`src/hw/rtl/gcs_pkg.sv`:
```
// Shared types, constants and codes for the gait contact scheduler.
`default_nettype none

package gcs_pkg;

  localparam int MAX_INTERVALS_DEF   = 4;
  localparam int PHASE_FRAC_BITS_DEF = 16;

  localparam int NUM_SWITCH   = 4;
  localparam int Q16_W        = 17;
  localparam int Q16_FRAC     = 16;
  localparam int TS_W         = 20;
  localparam int RATE_W       = 16;
  localparam int LEN_W        = 3;
  localparam int PAT_W        = 4;
  localparam int POS_W        = 2;
  localparam int PHASE_OUT_W  = 20;
  localparam int RATE_SCALE   = 28;
  localparam int CFG_ADDR_W   = 3;
  localparam int CFG_DATA_W   = 17;

  localparam logic [Q16_W-1:0] Q16_ONE = 17'h10000;

  localparam logic [CFG_ADDR_W-1:0] CFG_PATTERN_LENGTH  = 3'd0;
  localparam logic [CFG_ADDR_W-1:0] CFG_PATTERN_STATES  = 3'd1;
  localparam logic [CFG_ADDR_W-1:0] CFG_SWITCH_TIME_0   = 3'd2;
  localparam logic [CFG_ADDR_W-1:0] CFG_SWITCH_TIME_1   = 3'd3;
  localparam logic [CFG_ADDR_W-1:0] CFG_SWITCH_TIME_2   = 3'd4;
  localparam logic [CFG_ADDR_W-1:0] CFG_SWITCH_TIME_3   = 3'd5;
  localparam logic [CFG_ADDR_W-1:0] CFG_EARLY_THRESHOLD = 3'd6;

  localparam logic [LEN_W-1:0] PATTERN_LENGTH_RST  = 3'd2;
  localparam logic [PAT_W-1:0] PATTERN_STATES_RST  = 4'd2;
  localparam logic [Q16_W-1:0] SWITCH_TIME_0_RST   = 17'd32768;
  localparam logic [Q16_W-1:0] SWITCH_TIME_N_RST   = 17'd65536;
  localparam logic [Q16_W-1:0] EARLY_THRESHOLD_RST = 17'd58982;

  typedef struct packed {
    logic [TS_W-1:0]   time_step;
    logic [RATE_W-1:0] gait_rate;
    logic              contact_flag;
    logic [TS_W-1:0]   lookahead_time;
    logic              restart;
  } in_word_t;

  typedef struct packed {
    logic                   contact_state;
    logic [PHASE_OUT_W-1:0] phase_out;
    logic [Q16_W-1:0]       progress;
    logic [POS_W-1:0]       pattern_position;
    logic                   predicted_state;
  } out_word_t;

  typedef enum logic [3:0] {
    ST_IDLE,
    ST_MUL,
    ST_PHASE,
    ST_CHECK,
    ST_DIV1,
    ST_ADV,
    ST_PROG,
    ST_DIV2,
    ST_PRED,
    ST_SCAN,
    ST_OUT
  } ctrl_state_t;

  typedef struct packed {
    logic load;
    logic mul;
    logic phase_upd;
    logic div_start;
    logic adv;
    logic prog_store;
    logic pred_init;
    logic scan_step;
    logic out_load;
  } cmd_t;

  typedef struct packed {
    logic leg;
    logic stance_done;
    logic swing_done;
    logic div_done;
    logic scan_done;
    logic out_free;
  } sts_t;

endpackage

`default_nettype wire

```
`src/hw/rtl/gait_contact_scheduler.sv`:
```
// Top level of the gait contact scheduler: controller plus datapath.
//
//  port group | dir | handshake           | word
//  in_*       | in  | in_valid / in_stall  | gcs_pkg::in_word_t
//  out_*      | out | out_valid / out_stall| gcs_pkg::out_word_t
//  cfg_*      | in  | cfg_we               | cfg_addr, cfg_wdata
//
// One word at a time, with an advance step on an interval change and a look-ahead scan of
// s scan steps, where s is 1 to MAX_INTERVALS + 1.
// The 16-step progress divider runs once in stance, twice in swing.
// Reset is synchronous; controller state, config, gait state and out_valid reset.
// A stalled result holds in the output register; the next word is taken meanwhile.
`default_nettype none

module gait_contact_scheduler #(
  parameter int MAX_INTERVALS   = gcs_pkg::MAX_INTERVALS_DEF,
  parameter int PHASE_FRAC_BITS = gcs_pkg::PHASE_FRAC_BITS_DEF
) (
  input  logic                            clk,
  input  logic                            rst_n,
  input  logic                            in_valid,
  output logic                            in_stall,
  input  gcs_pkg::in_word_t               in_data,
  output logic                            out_valid,
  input  logic                            out_stall,
  output gcs_pkg::out_word_t              out_data,
  input  logic                            cfg_we,
  input  logic [gcs_pkg::CFG_ADDR_W-1:0]  cfg_addr,
  input  logic [gcs_pkg::CFG_DATA_W-1:0]  cfg_wdata
);
  import gcs_pkg::*;

  cmd_t cmd;
  sts_t sts;

  gcs_ctrl u_ctrl (
    .clk      (clk),
    .rst_n    (rst_n),
    .in_valid (in_valid),
    .in_stall (in_stall),
    .sts      (sts),
    .cmd      (cmd)
  );

  gcs_dp #(
    .MAX_INTERVALS   (MAX_INTERVALS),
    .PHASE_FRAC_BITS (PHASE_FRAC_BITS)
  ) u_dp (
    .clk       (clk),
    .rst_n     (rst_n),
    .in_data   (in_data),
    .cfg_we    (cfg_we),
    .cfg_addr  (cfg_addr),
    .cfg_wdata (cfg_wdata),
    .cmd       (cmd),
    .sts       (sts),
    .out_valid (out_valid),
    .out_stall (out_stall),
    .out_data  (out_data)
  );

endmodule

`default_nettype wire

```
`src/hw/rtl/gcs_div.sv`:
```
// Sequential progress divider: clamped Q16 fraction of two signed differences.
`default_nettype none

module gcs_div #(
  parameter int SW = 21
) (
  input  logic                        clk,
  input  logic                        rst_n,
  input  logic                        start_i,
  input  logic signed [SW-1:0]        num_i,
  input  logic signed [SW-1:0]        den_i,
  output logic                        done_o,
  output logic [gcs_pkg::Q16_W-1:0]   quo_o
);
  import gcs_pkg::*;

  localparam int MW = SW - 1;
  localparam int CW = $clog2(Q16_FRAC + 1);

  logic                busy_r;
  logic [CW-1:0]       cnt_r;
  logic [MW-1:0]       rem_r;
  logic [MW-1:0]       dvs_r;
  logic [Q16_FRAC-1:0] quo_r;
  logic                spec_r;
  logic [Q16_W-1:0]    spec_val_r;

  logic signed [SW-1:0] n_s;
  logic signed [SW-1:0] d_s;
  logic                 spec;
  logic [Q16_W-1:0]     spec_val;
  logic [MW:0]          rem_sh;
  logic                 ge;
  logic [MW:0]          rem_sub;

  // fold the sign into the numerator, then sort out the clamped cases
  always_comb begin
    n_s      = den_i[SW-1] ? -num_i : num_i;
    d_s      = den_i[SW-1] ? -den_i : den_i;
    spec     = 1'b1;
    spec_val = '0;
    if (den_i == '0) begin
      spec_val = (!num_i[SW-1] && num_i != '0) ? Q16_ONE : '0;
    end else if (n_s[SW-1] || n_s == '0) begin
      spec_val = '0;
    end else if (n_s >= d_s) begin
      spec_val = Q16_ONE;
    end else begin
      spec = 1'b0;
    end
  end

  assign rem_sh  = {rem_r, 1'b0};
  assign ge      = rem_sh >= {1'b0, dvs_r};
  assign rem_sub = rem_sh - {1'b0, dvs_r};

  always_ff @(posedge clk) begin
    if (!rst_n) begin
      busy_r <= 1'b0;
      cnt_r  <= '0;
    end else if (start_i) begin
      busy_r <= 1'b1;
      cnt_r  <= CW'(Q16_FRAC);
    end else if (busy_r) begin
      if (cnt_r != '0) begin
        cnt_r <= cnt_r - CW'(1);
      end else begin
        busy_r <= 1'b0;
      end
    end
  end

  always_ff @(posedge clk) begin
    if (start_i) begin
      rem_r      <= n_s[MW-1:0];
      dvs_r      <= d_s[MW-1:0];
      quo_r      <= '0;
      spec_r     <= spec;
      spec_val_r <= spec_val;
    end else if (busy_r && cnt_r != '0) begin
      rem_r <= ge ? rem_sub[MW-1:0] : rem_sh[MW-1:0];
      quo_r <= {quo_r[Q16_FRAC-2:0], ge};
    end
  end

  assign done_o = busy_r && (cnt_r == '0);
  assign quo_o  = spec_r ? spec_val_r : {1'b0, quo_r};

endmodule

`default_nettype wire

```
`src/hw/rtl/gcs_dp.sv`:
```
// Datapath: configuration, gait state, multipliers, progress, look-ahead scan, output word.
`default_nettype none

module gcs_dp #(
  parameter int MAX_INTERVALS   = gcs_pkg::MAX_INTERVALS_DEF,
  parameter int PHASE_FRAC_BITS = gcs_pkg::PHASE_FRAC_BITS_DEF
) (
  input  logic                             clk,
  input  logic                             rst_n,
  input  gcs_pkg::in_word_t                in_data,
  input  logic                             cfg_we,
  input  logic [gcs_pkg::CFG_ADDR_W-1:0]   cfg_addr,
  input  logic [gcs_pkg::CFG_DATA_W-1:0]   cfg_wdata,
  input  gcs_pkg::cmd_t                    cmd,
  output gcs_pkg::sts_t                    sts,
  output logic                             out_valid,
  input  logic                             out_stall,
  output gcs_pkg::out_word_t               out_data
);
  import gcs_pkg::*;

  localparam int PFB        = PHASE_FRAC_BITS;
  localparam int PW         = PFB + 4;
  localparam int EPW        = PFB + 1;
  localparam int SW         = PW + 1;
  localparam int RATE_SHIFT = RATE_SCALE - PFB;
  localparam int PROD_W     = TS_W + RATE_W;
  localparam int INC_W      = PROD_W - RATE_SHIFT;
  localparam int SUM_W      = INC_W + 1;
  localparam int CNT_W      = ($clog2(MAX_INTERVALS + 1) > LEN_W) ?
                              $clog2(MAX_INTERVALS + 1) : LEN_W;
  localparam int IDX_W      = (MAX_INTERVALS > 1) ? $clog2(MAX_INTERVALS) : 1;

  localparam logic [PW-1:0]    PH_ONE = PW'(1) << PFB;
  localparam logic [PW-1:0]    PH_MAX = '1;
  localparam logic [CNT_W-1:0] N_MAX  = CNT_W'(MAX_INTERVALS);

  // configuration registers
  logic [LEN_W-1:0] len_r;
  logic [PAT_W-1:0] pat_r;
  logic [Q16_W-1:0] sw_r [NUM_SWITCH];
  logic [Q16_W-1:0] thr_r;

  // gait state
  logic [PW-1:0]    phase_r;
  logic [PW-1:0]    start_r;
  logic [Q16_W-1:0] end_r;
  logic [IDX_W-1:0] idx_r;
  logic             leg_r;

  // per-word working registers
  logic [TS_W-1:0]   ts_r;
  logic [RATE_W-1:0] rate_r;
  logic              contact_r;
  logic [TS_W-1:0]   ahead_r;
  logic [PROD_W-1:0] prod1_r;
  logic [PROD_W-1:0] prod2_r;
  logic [Q16_W-1:0]  prog_r;
  logic [EPW-1:0]    pf_r;
  logic [CNT_W-1:0]  scan_cnt_r;
  logic              pred_r;
  logic              out_valid_r;
  out_word_t         out_r;

  logic [CNT_W-1:0]     n_used;
  logic [CNT_W-1:0]     idx_ext;
  logic [CNT_W-1:0]     nxt_raw;
  logic                 wrap;
  logic [CNT_W-1:0]     nxt;
  logic [PW-1:0]        ph_adv;
  logic [CNT_W-1:0]     tab_idx;
  logic [Q16_W-1:0]     tab_end;
  logic                 tab_state;
  logic [EPW-1:0]       endp_cur;
  logic [SUM_W-1:0]     ph_sum;
  logic [PW-1:0]        ph_sat;
  logic [SUM_W-1:0]     p_sum;
  logic [SUM_W-1:0]     p_m1;
  logic [EPW-1:0]       pf_nxt;
  logic signed [SW-1:0] div_num;
  logic signed [SW-1:0] div_den;
  logic                 div_done;
  logic [Q16_W-1:0]     div_quo;
  logic                 scan_end;
  logic                 scan_hit;

  function automatic logic [EPW-1:0] to_phase(input logic [Q16_W-1:0] t);
    logic [Q16_W+PFB-1:0] tw;
    tw = {t, {PFB{1'b0}}};
    return tw[Q16_W+PFB-1:Q16_FRAC];
  endfunction

  function automatic logic [Q16_W-1:0] end_sel(input logic [CNT_W-1:0] i);
    logic [Q16_W-1:0] r;
    r = Q16_ONE;
    if (i < CNT_W'(NUM_SWITCH)) begin
      r = sw_r[i[1:0]];
    end
    return r;
  endfunction

  function automatic logic state_sel(input logic [CNT_W-1:0] i);
    logic r;
    r = 1'b0;
    if (i < CNT_W'(NUM_SWITCH)) begin
      r = pat_r[i[1:0]];
    end
    return r;
  endfunction

  always_ff @(posedge clk) begin
    if (!rst_n) begin
      len_r <= PATTERN_LENGTH_RST;
      pat_r <= PATTERN_STATES_RST;
      sw_r[0] <= SWITCH_TIME_0_RST;
      sw_r[1] <= SWITCH_TIME_N_RST;
      sw_r[2] <= SWITCH_TIME_N_RST;
      sw_r[3] <= SWITCH_TIME_N_RST;
      thr_r <= EARLY_THRESHOLD_RST;
    end else if (cfg_we) begin
      unique case (cfg_addr)
        CFG_PATTERN_LENGTH:  len_r   <= cfg_wdata[LEN_W-1:0];
        CFG_PATTERN_STATES:  pat_r   <= cfg_wdata[PAT_W-1:0];
        CFG_SWITCH_TIME_0:   sw_r[0] <= cfg_wdata;
        CFG_SWITCH_TIME_1:   sw_r[1] <= cfg_wdata;
        CFG_SWITCH_TIME_2:   sw_r[2] <= cfg_wdata;
        CFG_SWITCH_TIME_3:   sw_r[3] <= cfg_wdata;
        CFG_EARLY_THRESHOLD: thr_r   <= cfg_wdata;
        default: ;
      endcase
    end
  end

  always_comb begin
    if (len_r == '0) begin
      n_used = CNT_W'(1);
    end else if (CNT_W'(len_r) > N_MAX) begin
      n_used = N_MAX;
    end else begin
      n_used = CNT_W'(len_r);
    end
  end

  // next interval and the single table read shared by advance and scan
  assign idx_ext   = CNT_W'(idx_r);
  assign nxt_raw   = idx_ext + CNT_W'(1);
  assign wrap      = nxt_raw >= n_used;
  assign nxt       = wrap ? '0 : nxt_raw;
  assign ph_adv    = !wrap ? phase_r : ((phase_r >= PH_ONE) ? phase_r - PH_ONE : '0);
  assign tab_idx   = cmd.adv ? nxt : scan_cnt_r;
  assign tab_end   = end_sel(tab_idx);
  assign tab_state = state_sel(tab_idx);
  assign endp_cur  = to_phase(end_r);

  assign ph_sum = SUM_W'(phase_r) + SUM_W'(prod1_r[PROD_W-1:RATE_SHIFT]);
  assign ph_sat = (ph_sum > SUM_W'(PH_MAX)) ? PH_MAX : ph_sum[PW-1:0];

  assign p_sum  = SUM_W'(phase_r) + SUM_W'(prod2_r[PROD_W-1:RATE_SHIFT]);
  assign p_m1   = p_sum - SUM_W'(1);
  assign pf_nxt = (p_sum > SUM_W'(PH_ONE)) ? (EPW'(p_m1[PFB-1:0]) + EPW'(1)) :
                  p_sum[EPW-1:0];

  assign div_num = $signed({1'b0, phase_r}) - $signed({1'b0, start_r});
  assign div_den = $signed({{(SW-EPW){1'b0}}, endp_cur}) - $signed({1'b0, start_r});

  gcs_div #(
    .SW (SW)
  ) u_div (
    .clk     (clk),
    .rst_n   (rst_n),
    .start_i (cmd.div_start),
    .num_i   (div_num),
    .den_i   (div_den),
    .done_o  (div_done),
    .quo_o   (div_quo)
  );

  always_ff @(posedge clk) begin
    if (!rst_n) begin
      phase_r <= '0;
      start_r <= '0;
      end_r   <= SWITCH_TIME_0_RST;
      idx_r   <= '0;
      leg_r   <= PATTERN_STATES_RST[0];
    end else if (cmd.load && in_data.restart) begin
      phase_r <= '0;
      start_r <= '0;
      end_r   <= sw_r[0];
      idx_r   <= '0;
      leg_r   <= pat_r[0];
    end else if (cmd.phase_upd) begin
      phase_r <= ph_sat;
    end else if (cmd.adv) begin
      phase_r <= ph_adv;
      start_r <= ph_adv;
      end_r   <= tab_end;
      idx_r   <= nxt[IDX_W-1:0];
      leg_r   <= tab_state;
    end
  end

  assign scan_end = scan_cnt_r >= n_used;
  assign scan_hit = pf_r <= to_phase(tab_end);

  always_ff @(posedge clk) begin
    if (cmd.load) begin
      ts_r      <= in_data.time_step;
      rate_r    <= in_data.gait_rate;
      contact_r <= in_data.contact_flag;
      ahead_r   <= in_data.lookahead_time;
    end
    if (cmd.mul) begin
      prod1_r <= PROD_W'(ts_r) * PROD_W'(rate_r);
      prod2_r <= PROD_W'(ahead_r) * PROD_W'(rate_r);
    end
    if (cmd.prog_store) begin
      prog_r <= div_quo;
    end
    if (cmd.pred_init) begin
      pf_r       <= pf_nxt;
      scan_cnt_r <= '0;
    end else if (cmd.scan_step) begin
      if (scan_end) begin
        pred_r <= 1'b0;
      end else if (scan_hit) begin
        pred_r <= tab_state;
      end else begin
        scan_cnt_r <= scan_cnt_r + CNT_W'(1);
      end
    end
    if (cmd.out_load) begin
      out_r.contact_state    <= leg_r;
      out_r.phase_out        <= PHASE_OUT_W'(phase_r);
      out_r.progress         <= prog_r;
      out_r.pattern_position <= idx_ext[POS_W-1:0];
      out_r.predicted_state  <= pred_r;
    end
  end

  always_ff @(posedge clk) begin
    if (!rst_n) begin
      out_valid_r <= 1'b0;
    end else if (cmd.out_load) begin
      out_valid_r <= 1'b1;
    end else if (!out_stall) begin
      out_valid_r <= 1'b0;
    end
  end

  always_comb begin
    sts.leg         = leg_r;
    sts.stance_done = phase_r >= PW'(endp_cur);
    sts.swing_done  = ((div_quo > thr_r) && contact_r) || div_quo[Q16_FRAC];
    sts.div_done    = div_done;
    sts.scan_done   = scan_end || scan_hit;
    sts.out_free    = !out_valid_r || !out_stall;
  end

  assign out_valid = out_valid_r;
  assign out_data  = out_r;

endmodule

`default_nettype wire

```
`src/hw/rtl/gcs_ctrl.sv`:
```
// Controller state machine that sequences one tick through the datapath.
`default_nettype none

module gcs_ctrl (
  input  logic           clk,
  input  logic           rst_n,
  input  logic           in_valid,
  output logic           in_stall,
  input  gcs_pkg::sts_t  sts,
  output gcs_pkg::cmd_t  cmd
);
  import gcs_pkg::*;

  ctrl_state_t state_r;
  ctrl_state_t state_nxt;

  always_ff @(posedge clk) begin
    if (!rst_n) begin
      state_r <= ST_IDLE;
    end else begin
      state_r <= state_nxt;
    end
  end

  always_comb begin
    state_nxt = state_r;
    unique case (state_r)
      ST_IDLE:  if (in_valid) state_nxt = ST_MUL;
      ST_MUL:   state_nxt = ST_PHASE;
      ST_PHASE: state_nxt = ST_CHECK;
      ST_CHECK: begin
        if (sts.leg) begin
          state_nxt = ST_DIV1;
        end else begin
          state_nxt = sts.stance_done ? ST_ADV : ST_PROG;
        end
      end
      ST_DIV1:  if (sts.div_done) state_nxt = sts.swing_done ? ST_ADV : ST_PROG;
      ST_ADV:   state_nxt = ST_PROG;
      ST_PROG:  state_nxt = ST_DIV2;
      ST_DIV2:  if (sts.div_done) state_nxt = ST_PRED;
      ST_PRED:  state_nxt = ST_SCAN;
      ST_SCAN:  if (sts.scan_done) state_nxt = ST_OUT;
      ST_OUT:   if (sts.out_free) state_nxt = ST_IDLE;
      default:  state_nxt = ST_IDLE;
    endcase
  end

  always_comb begin
    cmd      = '0;
    in_stall = 1'b1;
    unique case (state_r)
      ST_IDLE: begin
        in_stall = 1'b0;
        cmd.load = in_valid;
      end
      ST_MUL:   cmd.mul = 1'b1;
      ST_PHASE: cmd.phase_upd = 1'b1;
      ST_CHECK: cmd.div_start = sts.leg;
      ST_DIV1:  ;
      ST_ADV:   cmd.adv = 1'b1;
      ST_PROG:  cmd.div_start = 1'b1;
      ST_DIV2:  cmd.prog_store = sts.div_done;
      ST_PRED:  cmd.pred_init = 1'b1;
      ST_SCAN:  cmd.scan_step = 1'b1;
      ST_OUT:   cmd.out_load = sts.out_free;
      default:  ;
    endcase
  end

endmodule

`default_nettype wire

```
`config.mk`:
```
export PLATFORM = sky130hd
export DESIGN_NAME = gait_contact_scheduler
export DESIGN_NICKNAME = d
export VERILOG_FILES = /design/src/hw/rtl/gcs_pkg.sv /design/src/hw/rtl/gait_contact_scheduler.sv /design/src/hw/rtl/gcs_div.sv /design/src/hw/rtl/gcs_dp.sv /design/src/hw/rtl/gcs_ctrl.sv
export SDC_FILE = /design/constraint.sdc
export NUM_CORES = 2
export LEC_CHECK = 0
export BUFFER_PORTS_ARGS = -buffer_cell sky130_fd_sc_hd__buf_2
export CAP_MARGIN = 20
export CORE_ASPECT_RATIO = 0.9
export CORE_MARGIN = 3
export CORE_UTILIZATION = 55
export CTS_BUF_LIST = sky130_fd_sc_hd__clkbuf_4 sky130_fd_sc_hd__clkbuf_8 sky130_fd_sc_hd__clkbuf_16
export DETAILED_ROUTE_END_ITERATION = 10
export PLACE_DENSITY = 0.74
export SYNTH_ARGS = -nofsm -noshare
export SYNTH_HDL_FRONTEND = slang
export SYNTH_SLANG_ARGS = --single-unit
```
`constraint.sdc`:
```
create_clock -name clk -period 6.1 [get_ports clk]
set_clock_uncertainty 0.1 [all_clocks]
set_input_delay 0.61 -clock clk [delete_from_list [all_inputs] [get_ports clk]]
set_output_delay 0.61 -clock clk [all_outputs]
set_load 0.05 [all_outputs]
```
## Word-level counts from Yosys, hierarchy flattened

Memories as Yosys holds them, arrays and structs flattened.
Index checks and enable logic that the tools add are counted.

- Bits in registers: 377
- Bits in latches: 0
- Bits in writable memories: 68
- Bits in read-only memories: 0
- Output and inout bits: 43
- Memories kept: 1

- Add/sub/neg operators: 13
- Multipliers: 2
- Div/mod/pow operators: 0
- $lt $le $gt $ge: 13
- Equal/unequal tests: 23
- Shift-type cells: 0
- Muxes and demuxes: 80
- Bitwise operators: 9
- Reductions and logical operators: 39

Memories:

| name | depth | width | rd ports | clocked after memory_dff | wr ports | line | text |
|---|---|---|---|---|---|---|---|
| u_dp.sw_r | 4 | 17 | 2 | 0 | 4 | gcs_dp.sv:41 | `logic [Q16_W-1:0] sw_r [NUM_SWITCH];` |

Operators with widths:

| cell | number |
|---|---|
| $mux 17 | 14 |
| $mux 20 | 8 |
| $mul 20x16->36 | 2 |
| $add 20x24->25 | 2 |
| $pmux 4 s11 | 1 |
| $logic_not 21->1 | 2 |
| $mux 21 | 2 |
| $neg 21->21 | 2 |
| $mux 1 | 38 |
| $gt 25x17->1 const B | 1 |
| $gt 25x20->1 const B | 1 |
| $mux 4 | 6 |
| $ge 21x20->1 | 1 |
| $ge 21x21->1 | 1 |
| $reduce_bool 21->1 | 1 |
| $sub 17x20->21 | 1 |
| $sub 20x20->21 | 1 |
| $ge 20x17->1 | 1 |
| $ge 20x17->1 const B | 1 |
| $sub 20x17->20 const B | 1 |
| $sub 20x20->20 | 1 |
| $add 16x1->17 const B | 1 |
| $gt 17x17->1 | 1 |
| $le 17x17->1 | 1 |
| 36 further kinds | 88 |

## Longest topological paths before layout

- Depth after elaboration: 12
- Mapped depth: 26

## Modules after synthesis

A second synthesis with hierarchy kept.

- Cell total of the unflattened synthesis: 4457
- Area, all modules: 42992.5 um^2

Modules (own cells, without submodules):

| module | instances | cells an instance | area an instance (um^2) | sequential area each (um^2) |
|---|---|---|---|---|
| gcs_dp | 1 | 3795 | 37283.3 | 9238.9 |
| gcs_div | 1 | 605 | 5307.6 | 1701.6 |
| gcs_ctrl | 1 | 57 | 401.6 | 80.1 |

## Worst setup path before layout

Ideal clock, no wire load.

- Path kind: register to register
- Start: register u_dp.ts_r[6]
- End: register u_dp.prod1_r[30] (data pin)
- Setup time: 0.258 ns
- Data arrival time: 6.085 ns
- Setup slack: -0.343 ns
- Cell stages (with the launch flop): 24
- Path buffers: 1
- Clock period less this slack: 6.443 ns
- Cell sequence: edfxtp_1 > clkbuf_1 > and2_1 > fa_1 > inv_1 > fa_1 > fa_1 > inv_1 > fa_1 > fa_1 > inv_1 > fa_1 > inv_1 > ha_1 > nand4_1 > o22ai_1 > a31oi_1 > a31oi_1 > a211oi_1 > o41ai_1 > a21oi_1 > nor2b_1 > nor2_1 > xnor2_1

- Longest elaborated chain between the ends: 1

Ends and longest elaborated chain:

| element | line | text |
|---|---|---|
| start: declaration | gcs_dp.sv:52 | `logic [TS_W-1:0] ts_r;` |
| start signal: assignment | gcs_dp.sv:207 | `ts_r <= in_data.time_step;` |
| $mul 20x16->36 | gcs_dp.sv:213 | `prod1_r <= PROD_W'(ts_r) * PROD_W'(rate_r);` |
| end signal: assignment | gcs_dp.sv:213 |  |
| end: declaration | gcs_dp.sv:56 | `logic [PROD_W-1:0] prod1_r;` |

Every way passes these cells.
A chain may end at the register's enable or synchronous reset.

## Worst setup path after layout

- Start: register u_dp.rate_r[5]
- End: register u_dp.prod1_r[35] (data pin)

- Longest elaborated chain between the ends: 1

Ends and longest elaborated chain:

| element | line | text |
|---|---|---|
| start: declaration | gcs_dp.sv:53 | `logic [RATE_W-1:0] rate_r;` |
| start signal: assignment | gcs_dp.sv:208 | `rate_r <= in_data.gait_rate;` |
| $mul 20x16->36 | gcs_dp.sv:213 |  |

Every way passes these cells.

==> run metrics <==
cell accounting for the most synthesized area=sky130_fd_sc_hd__fa_1; Final Cycle Share=104%; clock tree from TritonCTS=yes; Post-Synthesis Net Count=5627; Initial Util=55.8%; number of synthesis warnings=0; maximum capacitance violations=0; Worst setup SP type=flop; part of the Yosys area used for sequential elements=25.2%; root buffer selected by CTS=sky130_fd_sc_hd__clkbuf_16; violated checks=setup timing; routed len/inst=19.2 um; outcome=finished with violations; via density per instance=5.63; cell area reported after detailed placement=0.0473 mm2; GR peak layer=met2; # clock sinks=405; met1 usage=39.1%; wire length of the first global-routing pass=183000 um; combinational family with the most area after synthesis=adder cells; TritonCTS Buffers=46; category of the critical setup timing path=flop to flop; adder and majority gate portion of the synthesized area=34.3%; Worst Path Arrival=6.59 ns; number of global-route vias before repair=34000; Post-synth EDFFs=291; Layout fillers=6231; delay of the slowest critical-path stage=0.59 ns; commonest non-fill, non-tap cell in the layout=sky130_fd_sc_hd__inv_1; Syn-to-layout area delta=14.4%; Final #Nets=5949; area inside the core boundary=0.0783 mm2; capturing element type of the critical path=flop; setup repair after global routing missed its margin=true; final setup vio count=21; overall overflow remaining after global route=0; die span in y=273 um; number of port buffers=125; Routability Congestion=0.919; most prevalent standard cell on the critical path=sky130_fd_sc_hd__fa_1; Max Transition Viols Final=0; hpwl dp=90900 um; commonest cells after routing, fill and taps aside=sky130_fd_sc_hd__inv_1 (728), sky130_fd_sc_hd__nand2_1 (575), sky130_fd_sc_hd__fa_1 (482); Buffers & Inverters on Critical Path=6; compound-cell area share of the yosys netlist=9.77%; number of top-level pins=126; family with the most delay on the worst path=adder cells; xor and xnor fraction of the mapped netlist area=3.87%; number of cells produced by synthesis=4648; quantity of hold-fixing buffers added after cts=0; die outline width=303 um; Cell Area, Synth=0.0436 mm2; Setup WS pre-CTS=-0.443 ns; required time worst endpoint=6.35 ns; ranking of synthesized cells by area=sky130_fd_sc_hd__fa_1 (23%), sky130_fd_sc_hd__edfxtp_1 (20%), sky130_fd_sc_hd__ha_1 (11%); Critical Path Slowest Stage Cell=sky130_fd_sc_hd__fa_2; row count=97; proportion of netlist area held by the largest area contributor=23.1%; clock transition at the registers of the reported paths=0.07 ns; Max transition margin=22.2%; antenna violations before repair=2; die area=0.0828 mm2; syn_area_per_cell=9.39 um2; Worst Tran Pin Value=1.16 ns; maximum frequency from static timing analysis=158 MHz; Bufs on Longest Clock Path=3; WL final=116000 um; main flop type after synthesis=sky130_fd_sc_hd__edfxtp_1; number of register bits inferred by synthesis=405; total via count in the routed design=34100; Iter 0 DRT Violations=3035; largest driver fanout on the critical path=7; met3 Track Usage GR=5.24%; source-to-sink clock delay at the later pin of the worst-skew pair=0.60 ns; depth of the CTS H-tree=2; # DRC=0; distinct cell type count of the synthesized netlist=86; simple-gate area share of the yosys netlist=17.2%; crit path setup slack, layout=-0.246 ns; worst hold path class=input port to flop; crit path time final=6.35 ns; largest net degree at the start of global routing=58; Setup TNS=-2.20 ns; Tot GR Track Use=28.0%; number of endpoints with negative hold slack in the final report=0; final design instance area without fill=0.0499 mm2; share of layout cells above drive strength 1=14.7%; share of cell area taken by muxes after synthesis=1.54%; met2 track demand over resource=44.4%; Routed Antenna Nets=0; Synth async-reset ratio=0%; count of TritonRoute iterations in the first routing pass=5
## cells by family (layout without fill, tap and decap cells)
| family | count (synthesis) | count (layout) |
|---|---|---|
| AND/OR/NAND/NOR | 1524 | 1524 |
| buffers and inverters | 939 | 1298 |
| adder cells (fa/ha/maj) | 896 | 896 |
| AO/OA/AOI/OAI | 646 | 646 |
| flip-flops | 405 | 405 |
| XOR/XNOR | 193 | 193 |
| multiplexers | 45 | 45 |
| other | 0 | 1 |
## synth_stat cells (all sizes together), types with 36 or more instances
| library cell | instances |
|---|---|
| clkbuf | 177 |
| dfxtp | 114 |
| nor2 | 252 |
| inv | 754 |
| ha | 393 |
| fa | 503 |
| nor2b | 50 |
| xor2 | 66 |
| nor3 | 47 |
| xnor2 | 127 |
| edfxtp | 291 |
| a21o | 75 |
| o21ai | 118 |
| a21oi | 190 |
| a211oi | 36 |
| nand2 | 576 |
| and2 | 353 |
## final timing paths
| check | from | endpoint | slack (ns) | depth (start not counted) |
|---|---|---|---|---|
| worst min register to register | u_dp.pred_r | u_dp.out_data[0] | 0.35 | 0 |
| worst max-delay path | u_dp.rate_r[5] | u_dp.prod1_r[35] | -0.25 | 25 |
| worst max register to register | u_dp.rate_r[5] | u_dp.prod1_r[35] | -0.25 | 25 |
| worst min-delay path | in_data[12] | u_dp.ahead_r[11] | 0.09 | 1 |
## worst reg2reg max path: stages (launching register included)
cell and delay, ns:
sky130_fd_sc_hd__edfxtp_1 0.41, sky130_fd_sc_hd__buf_6 0.17, sky130_fd_sc_hd__buf_4 0.14, sky130_fd_sc_hd__and2_4 0.13, sky130_fd_sc_hd__fa_1 0.52, sky130_fd_sc_hd__inv_2 0.04, sky130_fd_sc_hd__fa_1 0.48, sky130_fd_sc_hd__fa_2 0.59
sky130_fd_sc_hd__inv_2 0.04, sky130_fd_sc_hd__fa_2 0.46, sky130_fd_sc_hd__fa_1 0.51, sky130_fd_sc_hd__inv_1 0.05, sky130_fd_sc_hd__fa_1 0.48, sky130_fd_sc_hd__inv_1 0.05, sky130_fd_sc_hd__ha_2 0.18, sky130_fd_sc_hd__a21o_1 0.18
sky130_fd_sc_hd__a21o_1 0.18, sky130_fd_sc_hd__a21oi_2 0.19, sky130_fd_sc_hd__nand2b_4 0.16, sky130_fd_sc_hd__a21oi_4 0.06, sky130_fd_sc_hd__a211oi_4 0.24, sky130_fd_sc_hd__o311a_1 0.21, sky130_fd_sc_hd__o21bai_1 0.10, sky130_fd_sc_hd__a21o_1 0.20
sky130_fd_sc_hd__a21oi_2 0.15, sky130_fd_sc_hd__xnor2_1 0.08
## final cells by class
class                      instances  area [um2]  share of cell area [%]
antenna                            1        2.50                 0.00501
clock buffer                      66        1350                    2.70
clock inverter                    19         231                   0.464
inverter                         755        2830                    5.68
multi-input combinational       3304       29800                    59.6
sequential                       405       11000                    22.1
tap                             1039        1300                    2.60
timing repair buffer             458        3420                    6.86
## routing by layer
layer | wire length (um) | part of all wire (%)
met5 | 35 | 0.030
met4 | 4030 | 3.5
met3 | 9860 | 8.5
met2 | 52400 | 45
met1 | 49800 | 43
## state kept, by name, indices dropped and copies added, names as in the netlist, 5 cells and up
register and count:
u_dp.ts_r 20, u_dp.sw_r 68, u_dp.pf_r 17, u_dp.u_div.cnt_r 5
u_dp.prod2_r 24, u_dp.prod1_r 24, u_dp.out_data 41, u_dp.end_r 17
u_dp.u_div.quo_r 16, u_dp.rate_r 16, u_dp.phase_r 20, u_dp.start_r 20
u_dp.prog_r 17, u_dp.thr_r 17, u_dp.ahead_r 20, u_dp.u_div.rem_r 20
u_dp.u_div.dvs_r 20
## timing repair
| action | in CTS | in global routing |
|---|---|---|
| setup endpoints to repair | 30 | 40 |
| pin swaps | 47 | 63 |
| gates resized for setup | 53 | 137 |
| buffers inserted | 17 | 20 |
| gates cloned | 2 | 0 |
## stage by stage
stage / utilization, % / hold slack [ns] / cells
6_report: 63.8 / 0.0862 / 6047
5_1_grt: 63.8 / 0.0728 / 6047
4_1_cts: 62.9 / 0.0579 / 6024
3_5_place_dp: 60.4 / 0.326 / 5920
3_3_place_gp: 60.4 / 0.339 / 5918
2_1_floorplan: - / 0.300 / 4648
Power is left out: the tool's default activity adds up to more than one toggle a clock period on the data nets, which glitch-free logic cannot reach.
